<file path="src/hw/rtl/scs_pkg.sv">
// Package of the statement completeness scanner: scan mode codes and
// the character codes the scanner reacts to. Depends on nothing.
package scs_pkg;

    // Scan mode, as shown on the result beat.
    typedef enum logic [2:0] {
        MODE_NORMAL  = 3'd0,
        MODE_STR     = 3'd1,
        MODE_ESC     = 3'd2,
        MODE_LT      = 3'd3,
        MODE_HEX     = 3'd4,
        MODE_B85     = 3'd5,
        MODE_B85_TIL = 3'd6
    } mode_t;

    // Characters with a meaning to the scanner.
    localparam logic [7:0] CH_LBRACE    = 8'h7B;
    localparam logic [7:0] CH_RBRACE    = 8'h7D;
    localparam logic [7:0] CH_LPAREN    = 8'h28;
    localparam logic [7:0] CH_RPAREN    = 8'h29;
    localparam logic [7:0] CH_LT        = 8'h3C;
    localparam logic [7:0] CH_GT        = 8'h3E;
    localparam logic [7:0] CH_TILDE     = 8'h7E;
    localparam logic [7:0] CH_BACKSLASH = 8'h5C;

    // Layout of the result beat.
    localparam int OUT_W = 16;

endpackage

</file>
<file path="src/hw/rtl/statement_completeness_scanner.sv">
// Top level of the statement completeness scanner: mode machine, nesting
// counters and the result register. Depends on scs_pkg.
//
// The scanner takes one byte of statement text per input beat and returns one
// result beat per byte telling whether the text so far is a complete
// statement. A byte is accepted in every cycle in which the result register is
// empty or being drained, so the sustained rate is one byte per clock, and
// each result appears in the cycle after its byte; the single mode and counter
// update per byte is the only work between the state registers and the result
// register. Setting the restart flag on a byte clears all scan state,
// including the sticky overflow flag, before that byte is scanned.
module statement_completeness_scanner #(
    parameter int DEPTH_BITS = 8
) (
    input  logic        clk,
    input  logic        rst_n,
    input  logic        s_tvalid,
    output logic        s_tready,
    input  logic [7:0]  s_tdata,   // [7:0] char_byte
    input  logic        s_tuser,   // [0] restart
    output logic        m_tvalid,
    input  logic        m_tready,
    output logic [15:0] m_tdata    // [0] complete, [8:1] brace_level,
                                   // [11:9] scan_mode, [12] overflow, [15:13] zero
);

    localparam int EXT_W = (DEPTH_BITS > 8) ? DEPTH_BITS : 8;
    localparam logic signed [DEPTH_BITS-1:0] BRACE_MAX = {1'b0, {(DEPTH_BITS-1){1'b1}}};
    localparam logic signed [DEPTH_BITS-1:0] BRACE_MIN = {1'b1, {(DEPTH_BITS-1){1'b0}}};
    localparam logic [DEPTH_BITS-1:0]        PAREN_MAX = {DEPTH_BITS{1'b1}};

    scs_pkg::mode_t                 mode_reg, mode_next, mode_start;
    logic signed [DEPTH_BITS-1:0]   brace_reg, brace_next, brace_start;
    logic [DEPTH_BITS-1:0]          paren_reg, paren_next, paren_start;
    logic                           ovf_reg, ovf_next, ovf_start;
    logic                           m_tvalid_reg;
    logic [scs_pkg::OUT_W-1:0]      m_tdata_reg, m_tdata_next;
    logic signed [EXT_W-1:0]        brace_ext;
    logic                           complete;
    logic                           in_fire;

    // A byte is taken whenever the result register is free or draining.
    assign s_tready = !m_tvalid_reg || m_tready;
    assign in_fire  = s_tvalid && s_tready;

    // Restart puts the scan back to its reset values before the byte.
    always_comb
    begin
        if (s_tuser)
        begin
            mode_start  = scs_pkg::MODE_NORMAL;
            brace_start = '0;
            paren_start = '0;
            ovf_start   = 1'b0;
        end
        else
        begin
            mode_start  = mode_reg;
            brace_start = brace_reg;
            paren_start = paren_reg;
            ovf_start   = ovf_reg;
        end
    end

    // Mode machine and saturating counters.
    always_comb
    begin
        mode_next  = mode_start;
        brace_next = brace_start;
        paren_next = paren_start;
        ovf_next   = ovf_start;
        unique case (mode_start)
            scs_pkg::MODE_NORMAL:
            begin
                if (s_tdata == scs_pkg::CH_LBRACE)
                begin
                    if (brace_start == BRACE_MAX)
                        ovf_next = 1'b1;
                    else
                        brace_next = brace_start + 1'b1;
                end
                else if (s_tdata == scs_pkg::CH_RBRACE)
                begin
                    if (brace_start == BRACE_MIN)
                        ovf_next = 1'b1;
                    else
                        brace_next = brace_start - 1'b1;
                end
                else if (s_tdata == scs_pkg::CH_LPAREN)
                begin
                    paren_next = DEPTH_BITS'(1);
                    mode_next  = scs_pkg::MODE_STR;
                end
                else if (s_tdata == scs_pkg::CH_LT)
                    mode_next = scs_pkg::MODE_LT;
            end
            scs_pkg::MODE_STR:
            begin
                if (s_tdata == scs_pkg::CH_LPAREN)
                begin
                    if (paren_start == PAREN_MAX)
                        ovf_next = 1'b1;
                    else
                        paren_next = paren_start + 1'b1;
                end
                else if (s_tdata == scs_pkg::CH_RPAREN)
                begin
                    // Count down, and leave the string when the count is zero.
                    if (paren_start > 1)
                        paren_next = paren_start - 1'b1;
                    else
                    begin
                        paren_next = '0;
                        mode_next  = scs_pkg::MODE_NORMAL;
                    end
                end
                else if (s_tdata == scs_pkg::CH_BACKSLASH)
                    mode_next = scs_pkg::MODE_ESC;
            end
            scs_pkg::MODE_ESC:
                mode_next = scs_pkg::MODE_STR;
            scs_pkg::MODE_LT:
            begin
                if (s_tdata == scs_pkg::CH_TILDE)
                    mode_next = scs_pkg::MODE_B85_TIL;
                else if (s_tdata == scs_pkg::CH_GT)
                    mode_next = scs_pkg::MODE_NORMAL;
                else
                    mode_next = scs_pkg::MODE_HEX;
            end
            scs_pkg::MODE_HEX:
            begin
                if (s_tdata == scs_pkg::CH_GT)
                    mode_next = scs_pkg::MODE_NORMAL;
            end
            scs_pkg::MODE_B85:
            begin
                if (s_tdata == scs_pkg::CH_TILDE)
                    mode_next = scs_pkg::MODE_B85_TIL;
            end
            scs_pkg::MODE_B85_TIL:
            begin
                if (s_tdata == scs_pkg::CH_GT)
                    mode_next = scs_pkg::MODE_NORMAL;
                else
                    mode_next = scs_pkg::MODE_B85;
            end
            default:
                mode_next = scs_pkg::MODE_NORMAL;
        endcase
    end

    // Result beat: the low byte of the sign-extended brace count is shown.
    assign brace_ext = EXT_W'(brace_next);
    assign complete  = (mode_next == scs_pkg::MODE_NORMAL)
                    && (brace_next[DEPTH_BITS-1] || (brace_next == '0));
    assign m_tdata_next = {3'b000, ovf_next, mode_next, brace_ext[7:0], complete};

    // Scan state registers.
    always_ff @(posedge clk or negedge rst_n)
    begin
        if (!rst_n)
        begin
            mode_reg  <= scs_pkg::MODE_NORMAL;
            brace_reg <= '0;
            paren_reg <= '0;
            ovf_reg   <= 1'b0;
        end
        else if (in_fire)
        begin
            mode_reg  <= mode_next;
            brace_reg <= brace_next;
            paren_reg <= paren_next;
            ovf_reg   <= ovf_next;
        end
    end

    // Result valid flag.
    always_ff @(posedge clk or negedge rst_n)
    begin
        if (!rst_n)
            m_tvalid_reg <= 1'b0;
        else if (in_fire)
            m_tvalid_reg <= 1'b1;
        else if (m_tready)
            m_tvalid_reg <= 1'b0;
    end

    // Result payload.
    always_ff @(posedge clk)
    begin
        if (in_fire)
            m_tdata_reg <= m_tdata_next;
    end

    assign m_tvalid = m_tvalid_reg;
    assign m_tdata  = m_tdata_reg;

endmodule

</file>
<file path="config.mk">
export PLATFORM = sky130hd
export DESIGN_NAME = statement_completeness_scanner
export DESIGN_NICKNAME = d
export VERILOG_FILES = /design/src/hw/rtl/scs_pkg.sv /design/src/hw/rtl/statement_completeness_scanner.sv
export SDC_FILE = /design/constraint.sdc
export NUM_CORES = 1
export LEC_CHECK = 0
export ABC_CLOCK_PERIOD_IN_PS = 3250
export BUFFER_PORTS_ARGS = -buffer_cell sky130_fd_sc_hd__buf_2
export CORE_ASPECT_RATIO = 0.6
export CORE_MARGIN = 5
export CORE_UTILIZATION = 37
export DETAILED_ROUTE_END_ITERATION = 8
export HOLD_SLACK_MARGIN = 0.02
export PLACE_DENSITY_LB_ADDON = 0.1
export SLEW_MARGIN = 25
export SYNTH_ARGS = -nofsm -noshare
export SYNTH_HDL_FRONTEND = slang
export SYNTH_SLANG_ARGS = --single-unit
export TNS_END_PERCENT = 1
</file>
<file path="constraint.sdc">
create_clock -name clk -period 3.25 [get_ports clk]
set_input_delay 0.1625 -clock clk [delete_from_list [all_inputs] [get_ports clk]]
set_output_delay 0.1625 -clock clk [all_outputs]
set_load 0.05 [all_outputs]
</file>
==> results of run 1 <==
==> final timing paths <==
check                      depth (start not counted)         start            to  slack [ps]
setup reg to reg                                  10  brace_reg[1]    m_tdata[0]         430
hold reg to reg                                    2       ovf_reg       ovf_reg         500
hold / removal                                     2      s_tvalid      m_tvalid          70
max in group asynchronous                          2         rst_n  brace_reg[5]        2480
setup / recovery                                  10  brace_reg[1]    m_tdata[0]         430
min in group asynchronous                          2         rst_n  paren_reg[0]         390
==> kinds of logic (layout without fill, tap and decap cells) <==
| group | count (synthesis) | count (layout) |
|---|---|---|
| xor+xnor | 7 | 7 |
| buf+inv | 30 | 50 |
| fa+ha+maj | 6 | 6 |
| flops | 34 | 34 |
| other cells | 1 | 3 |
| simple gates | 176 | 176 |
| compound gates | 83 | 83 |
| mux | 9 | 9 |
==> timing repair <==
action	in CTS	in global routing
gates resized for setup	0	0
hold buffers	1	0
hold endpoints to repair	21	0
buffers inserted	0	0
==> power groups by stage <==
stage                     Combinational (uW)  Clock (uW)  Sequential, uW
after global routing                     305         663             498
after floorplan                          171           0             533
after global placement                   280           0             501
after detailed placement                 274           0             502
final                                    280         636             495
after CTS                                276         644             495
==> cell usage in the layout, fill, tap and decap left out, types with 4 or more instances in the layout <==
cell type / netlist / layout
clkbuf_16: 0 / 5
nor3_1: 13 / 13
xnor2_1: 5 / 5
buf_4: 3 / 6
and3_1: 6 / 6
nand2b_1: 6 / 6
inv_1: 8 / 8
nand3_1: 13 / 13
mux2_2: 4 / 4
nor2_1: 25 / 25
ha_1: 6 / 6
a22oi_1: 5 / 5
a21oi_1: 16 / 16
edfxtp_1: 13 / 13
or3_1: 5 / 5
o22ai_1: 5 / 5
o31ai_1: 4 / 4
nand2_1: 51 / 51
dfrtp_1: 21 / 21
nand4_1: 4 / 4
a31oi_1: 4 / 4
nor2b_1: 14 / 14
o21ai_0: 17 / 17
o211ai_1: 5 / 5
nor4_1: 6 / 6
mux2i_1: 5 / 5
buf_2: 7 / 27
==> metrics by stage <==
step | worst slack, ps | instances
finish | 426 | 472
global route | 203 | 472
CTS | 477 | 472
detailed placement | 494 | 463
global placement | 460 | 463
floorplan | 663 | 348
==> layer usage <==
metal | part of all wire | GRT usage | vias up
met1 | 0.52 | 0.314 | 1350
met2 | 0.36 | 0.231 | 170
met4 | 0.015 | 0.0575 | 0
li1 | - | - | 1316
met5 | 0 | 0 | -
met3 | 0.11 | 0.0509 | 17
==> area by class of cell <==
type,count,area (um2),area share
multi-input cells,284,1790,0.551
well taps,104,130,0.0401
inverters,8,30.0,0.00926
clock buffers,5,125,0.0386
flip-flops and latches,34,916,0.282
clock inverters,3,63.8,0.0197
repair buffers,34,190,0.0586
==> results.ini, run 1 <==
[status]
status = finished, final reports clean

[global_route]
grt_max_degree = 22
overflow = 0
grt_pass1_wl_mm = 14.0
grt_pass1_vias = 2516
antenna_found_initial = 0
grt_usage = 0.191

[worst_setup_path]
crit_buf_inv = 1
crit_type = register to register
arrival_ps = 2930
path_delay_family = simple AND/OR/NAND/NOR gates
slowest_stage = dfrtp_1
crit_path_max_incr_delay_ps = 410
crit_fanout = 5
critPathCaptureType = register
cp_cell_sequence = nand2_1 > inv_1 > ha_1 > and2_1 > and3_1 > nor2_1 > a311oi_1 > a211oi_2 > nand4bb_1 > a2111oi_2
crit_required_ps = 3350
cp-start-kind = register

[synthesis]
synth_edf_count = 13
yosysSeqAreaShare = 0.323
yosysTopAreaCellShare = 0.185
yosys-top-cells-count = nand2_1 (51), nor2_1 (25), dfrtp_1 (21), o21ai_0 (17), a21oi_1 (16)
synthCells = 346
ys_types = 69
async_flop_share = 0.618
synthFlopType = dfrtp_1
synth_compound_area_frac = 0.199
synthMuxAreaShare = 0.0335
synth-simple-area-share = 0.346
yosys.area_share.adder = 0.0265
ys_seq_elements = 34
yosysMostFrequentCell = nand2_1
synth_area_leaders = dfrtp_1 (19%), edfxtp_1 (14%), nand2_1 (6.7%)
synth_xor_xnor_area_share = 0.0216
synth_area_per_cell_um2 = 8.20
synth_top_family_by_area = simple AND/OR/NAND/NOR gates
synth_warnings = 0
synth_top_area_cell = dfrtp_1
netlist_area_mm2 = 0.00284

[drt]
ant_nets = 0
wirelength_mm = 8.87
post-route-drc-count = 0
viasPerCell = 6.04
drtIter0Drc = 553
detail_route.wl_per_cell_um = 18.8
drt_first_pass_iters = 6
via_count = 2853

[clock_tree]
cts_buffer_depth = 2
root_buffer = clkbuf_16
cts_tree = yes
htreeDepth = 2
clock_latency_ps = 290
clk_pin_slew_ps = 60
cts_inserted_buffers = 5
cts_sinks = 34

[power]
clkPwrFrac = 0.451
pwr_density_cell_mw_per_mm2 = 435
p_switching_uw = 411
finalPower_uw = 1410
leakagePower_uw = 0.00135
swShare = 0.291
power.internal_uw = 1000
ir_drop_mv = 0.222
seq_power_share = 0.351
comb_power_share = 0.199

[placement]
dp.final_hpwl_mm = 6.51
placed_area_mm2 = 0.00304
io_buffers = 27
place_congestion = 0.968

[floorplanning]
die_w_um = 123
io_pins = 31
die_h_um = 77.8
die_area_mm2 = 0.00957
rows = 24
core_area_mm2 = 0.00736
start_util = 0.386

[finish]
antenna_cells = 0
layout.nets = 386
drive_above_1_share = 0.163
final_util = 0.441
fillers = 732
syn2layout_area_growth_pct = 14.3
largest_reg_flops = 13
design_area_mm2 = 0.00324

[timing]
worst_slew_pin_slew_ps = 807
fmax_ghz = 0.354
hold_ws_ps = 69.3
setup_violations = 0
rsz0062_at_grt = false
min_period_ps = 2820
slew_violations = 0
tns_ps = 0
hold_viol_final = 0
final.period_utilization = 0.869
fin_skew_ps = 9.54
maxSlewHeadroom = 0.457

[hold_path]
hold_class = primary input to register

[job]
drv_cap = 0

Power figures use the tool's default switching activity.
==> run 2, diff against run 1 <==
--- a/config.mk
+++ b/config.mk
@@ -6,7 +6,7 @@
 export NUM_CORES = 1
 export LEC_CHECK = 0
 export ABC_CLOCK_PERIOD_IN_PS = 3250
-export BUFFER_PORTS_ARGS = -buffer_cell sky130_fd_sc_hd__buf_2
+export BUFFER_PORTS_ARGS = -buffer_cell sky130_fd_sc_hd__buf_4
 export CORE_ASPECT_RATIO = 0.6
 export CORE_MARGIN = 5
 export CORE_UTILIZATION = 37
==> results.ini, run 2 (synthesis results as in run 1) <==
[status]
status = finished, final reports clean

[clock_tree]
htreeDepth = 2  ; unchanged
cts_buffer_depth = 2  ; unchanged
cts_inserted_buffers = 5  ; unchanged
cts_sinks = 34  ; unchanged
post-cts-setup-buffer-count = 0  ; unchanged
clk_pin_slew_ps = 60  ; about the same
clock_latency_ps = 290  ; about the same
root_buffer = clkbuf_16
cts_tree = yes

[global_route]
grt_usage = 0.186  ; -0.00492
grt_pass1_vias = 2527  ; +0.44%
grt_pass1_wl_mm = 13.9  ; -0.88%
antenna_found_initial = 0  ; unchanged
grt_max_degree = 30  ; +36%
overflow = 0  ; unchanged

[timing]
min_period_ps = 2850  ; +29.0 ps
hold_viol_final = 0  ; unchanged
tns_ps = 0  ; unchanged
maxSlewHeadroom = 0.499  ; +0.0416
fin_skew_ps = 5.79  ; -3.75 ps
fmax_ghz = 0.350  ; -1.0%
rsz0062_at_grt = false
setup_violations = 0  ; unchanged
final.period_utilization = 0.878  ; +0.00891
worst_slew_pin_slew_ps = 746  ; -60.8 ps
hold_ws_ps = 77.2  ; +7.95 ps
slew_violations = 0  ; unchanged

[worst_setup_path]
crit_fanout = 5  ; unchanged
crit_path_max_incr_delay_ps = 410  ; about the same
reg2reg_from = brace_reg[1]
path_delay_family = simple AND/OR/NAND/NOR gates
cp_cell_sequence = nand2_1 > inv_1 > ha_1 > and2_1 > and3_1 > nor2_1 > a311oi_1 > a211oi_2 > nand4bb_1 > a2111oi_2
cp-startpoint = brace_reg[1]
crit_buf_inv = 1  ; unchanged
critPathCaptureType = register
arrival_ps = 2950  ; +20 ps
crit_type = register to register
slowest_stage = dfrtp_1
crit_required_ps = 3350  ; about the same
cp-start-kind = register

[power]
ir_drop_mv = 0.266  ; +20%
pwr_density_cell_mw_per_mm2 = 428  ; -1.6%
leakagePower_uw = 0.00140  ; +3.8%

[placement]
placed_area_mm2 = 0.00315  ; +3.5%
dp.final_hpwl_mm = 6.45  ; -0.94%
place_congestion = 0.969  ; about the same
io_buffers = 27  ; unchanged

[floorplanning]
start_util = 0.386  ; unchanged
die_h_um = 77.8  ; unchanged
rows = 24  ; unchanged
die_area_mm2 = 0.00957  ; unchanged
die_w_um = 123  ; unchanged
core_area_mm2 = 0.00736  ; unchanged
io_pins = 31  ; unchanged

[hold_path]
hold_class = primary input to register
hp-start = s_tvalid

[finish]
layout_commonest_cell = nand2_1
largest_reg_flops = 13  ; unchanged
drive_above_1_share = 0.177  ; +0.0139
design_area_mm2 = 0.00335  ; +3.4%
antenna_cells = 0  ; unchanged
layout.nets = 391  ; +1.3%
syn2layout_area_growth_pct = 18.2
mostFrequentLayoutCells = nand2_1 (51), buf_4 (38), nor2_1 (25)
fillers = 734  ; +0.27%

[drt]
ant_nets = 0  ; unchanged
viasPerCell = 5.86  ; -3.0%
detail_route.wl_per_cell_um = 18.3  ; -2.8%
post-route-drc-count = 0  ; unchanged
wirelength_mm = 8.71  ; -1.7%
via_count = 2796  ; -2.0%
drt_first_pass_iters = 8  ; +2
drtIter0Drc = 478  ; -14%

[job]
drv_cap = 0  ; unchanged

## run 2: cell types whose count changed in the layout (fill, tap and decap cells not counted), sizes merged
cell	change
buf	+5
## run 2: worst paths after layout
check / endpoint / slack [ps] / cells past startpoint
worst max-delay path: m_tdata[0] / 400 / 10
worst min-delay path: m_tvalid / 80 / 2
worst max register to register: m_tdata[0] / 400 / 10
worst min register to register: ovf_reg / 520 / 2
max in group asynchronous: ovf_reg / 2690 / 2
min in group asynchronous: brace_reg[0] / 310 / 2
## run 2: metrics by stage
step	cells	worst slack (ps)	util	total power [uW]
6_report	477	397	0.456	1440
5_1_grt	477	153	0.456	1490
4_1_cts	477	456	0.456	1440
3_5_place_dp	468	454	0.428	789
3_3_place_gp	468	474	0.428	792
2_1_floorplan	348	663	-	703
## run 2: repair_timing
action,in CTS,in global routing
hold buffers,1,0
endpoints found under the hold margin,21,0
setup endpoints to repair,0,0
resized for setup,0,0
## run 2: layout make-up
cell class,instances,area [um2],share of cell area
Clock buffer,5,125,0.0373
Clock inverter,3,68.8,0.0205
Inverter,8,30.0,0.00896
Multi-Input combinational cell,284,1790,0.533
Sequential cell,34,916,0.273
Tap cell,104,130,0.0388
Timing Repair Buffer,39,295,0.0881
## run 2: power by group
part | switching (uW) | leakage, uW | internal, uW
Clock | 209 | 0.0000940 | 441
Combinational | 188 | 0.000888 | 103
Sequential | 21.5 | 0.000414 | 472
Total | 419 | 0.00140 | 1020
## run 2: layer usage
metal,track usage,part of all wire,up-vias
met1,0.297,0.49,1279
met2,0.220,0.36,184
met5,0,0,-
met4,0.0365,0.0080,0
li1,-,-,1325
met3,0.0821,0.14,8
==> run 3, diff against run 2 <==
--- a/config.mk
+++ b/config.mk
@@ -11,6 +11,7 @@
 export CORE_MARGIN = 5
 export CORE_UTILIZATION = 37
 export DETAILED_ROUTE_END_ITERATION = 8
+export GPL_TIMING_DRIVEN = 0
 export HOLD_SLACK_MARGIN = 0.02
 export PLACE_DENSITY_LB_ADDON = 0.1
 export SLEW_MARGIN = 25
==> results.ini, run 3 (synthesis results as in run 1) <==
[worst_setup_path]
reg2reg_from = brace_reg[1]
crit_type = primary input to register
reg2reg_to = m_tdata[0]
crit_fanout = 11  ; +6
r2r_slack_ps = 210  ; -190 ps
crit_required_ps = 3330  ; -20 ps
cp-start-kind = primary input
critPathCaptureType = register
r2r_cells = 10  ; unchanged
arrival_ps = 3130  ; +180 ps

[floorplanning]
rows = 24  ; unchanged
die_w_um = 123  ; unchanged
die_area_mm2 = 0.00957  ; unchanged
core_area_mm2 = 0.00736  ; unchanged
start_util = 0.386  ; unchanged
die_h_um = 77.8  ; unchanged
io_pins = 31  ; unchanged

[finish]
layout_commonest_cell = nand2_1
mostFrequentLayoutCells = nand2_1 (51), buf_4 (27), nor2_1 (25)
layout.nets = 398  ; +1.8%
fillers = 740  ; +0.82%
design_area_mm2 = 0.00330  ; -1.5%
largest_reg_flops = 13  ; unchanged
syn2layout_area_growth_pct = 16.5
antenna_cells = 0  ; unchanged
drive_above_1_share = 0.166  ; -0.0112

[power]
leakagePower_uw = 0.00137  ; -1.9%
ir_drop_mv = 0.191  ; -28%
pwr_density_cell_mw_per_mm2 = 384  ; -10%

[timing]
fmax_ghz = 0.328  ; -6.4%
worst_slew_pin_slew_ps = 957  ; +210 ps
min_period_ps = 3050  ; +195 ps
rsz0062_at_grt = false
fin_skew_ps = 4.97  ; -0.819 ps
hold_ws_ps = 75.3  ; -1.91 ps
hold_viol_final = 0  ; unchanged
final.period_utilization = 0.938  ; +0.0599
setup_violations = 0  ; unchanged
maxSlewHeadroom = 0.356  ; -0.142
slew_violations = 0  ; unchanged

[global_route]
grt_usage = 0.193  ; +0.00737
antenna_found_initial = 0  ; unchanged
grt_max_degree = 23  ; -23%
grt_pass1_wl_mm = 14.5  ; +4.0%
grt_pass1_vias = 2593  ; +2.6%
overflow = 0  ; unchanged

[hold_path]
hold_depth = 2  ; unchanged
hp-start = s_tvalid
worstHoldEndpoint = m_tvalid
hold_class = primary input to register

[clock_tree]
htreeDepth = 2  ; unchanged
cts_inserted_buffers = 5  ; unchanged
post-cts-setup-buffer-count = 0  ; unchanged
cts_tree = yes
cts_buffer_depth = 2  ; unchanged
root_buffer = clkbuf_16
clock_latency_ps = 280  ; about the same
clk_pin_slew_ps = 60  ; about the same
cts_sinks = 34  ; unchanged

[placement]
placed_area_mm2 = 0.00316  ; +0.20%
dp.final_hpwl_mm = 6.78  ; +5.1%
place_congestion = 0.935  ; -3.4%
io_buffers = 24  ; -11%

[status]
status = finished, final reports clean

[drt]
ant_nets = 0  ; unchanged
drt_first_pass_iters = 5  ; -3
drtIter0Drc = 362  ; -24%
via_count = 2875  ; +2.8%
post-route-drc-count = 0  ; unchanged
viasPerCell = 5.94  ; +1.3%
wirelength_mm = 9.08  ; +4.2%
detail_route.wl_per_cell_um = 18.8  ; +2.7%

[job]
drv_cap = 0  ; unchanged

## run 3: power by group
group	internal [uW]	total [uW]	switching (uW)	leakage [uW]
Clock	280	475	195	0.0000672
Sequential	472	486	14.1	0.000414
Combinational	104	307	204	0.000888
## run 3: per-stage QoR
stage | power [uW] | instances | setup slack [ps] | TNS (ps) | util
2_1_floorplan | 703 | 348 | 663 | 0 | -
3_3_place_gp | 795 | 476 | -82.8 | -82.8 | 0.429
3_5_place_dp | 795 | 476 | -23.1 | -23.1 | 0.429
4_1_cts | 1270 | 485 | 190 | 0 | 0.449
5_1_grt | 1320 | 484 | 105 | 0 | 0.449
6_report | 1270 | 484 | 202 | 0 | 0.449
## run 3: critical path: stages
cell	delay, ps
buf_2	220
inv_1	260
nand2_1	220
inv_1	100
ha_1	260
and2_1	190
and3_1	230
nor2_1	380
a311oi_1	220
a211oi_2	290
nand4bb_1	210
a2111oi_2	390
## run 3: final cells by class
type / count / area [um2] / area share
well taps: 104 / 130 / 0.0394
plain buffers: 21 / 108 / 0.0326
flip-flops and latches: 34 / 916 / 0.277
inverters: 8 / 30.0 / 0.00909
clock buffers: 5 / 125 / 0.0379
clock inverters: 3 / 16.3 / 0.00492
multi-input cells: 284 / 1790 / 0.541
repair buffers: 25 / 190 / 0.0576
## run 3: worst max path at each step
stage	slack, ps	endpoint	cells past startpoint	from
floorplan	660	m_tdata[0]	5	m_tvalid
global placement	-80	m_tdata[0]	13	s_tuser
detailed placement	-20	m_tdata[0]	13	s_tuser
CTS	190	m_tdata[0]	13	s_tuser
global route	100	m_tdata[0]	12	s_tuser
finish	200	m_tdata[0]	12	s_tuser
## run 3: what timing repair did
action | in CTS | in global routing
resized for setup | 0 | 0
hold endpoints to repair | 21 | 0
hold buffers | 1 | 0
setup endpoints to repair | 0 | 1
## run 3: routing by layer
layer,track usage,vias to the layer above,routed length (um)
met5,0,-,0
met2,0.232,163,3340
li1,-,1349,-
met4,0.0409,0,76
met1,0.325,1352,4700
met3,0.0531,11,969
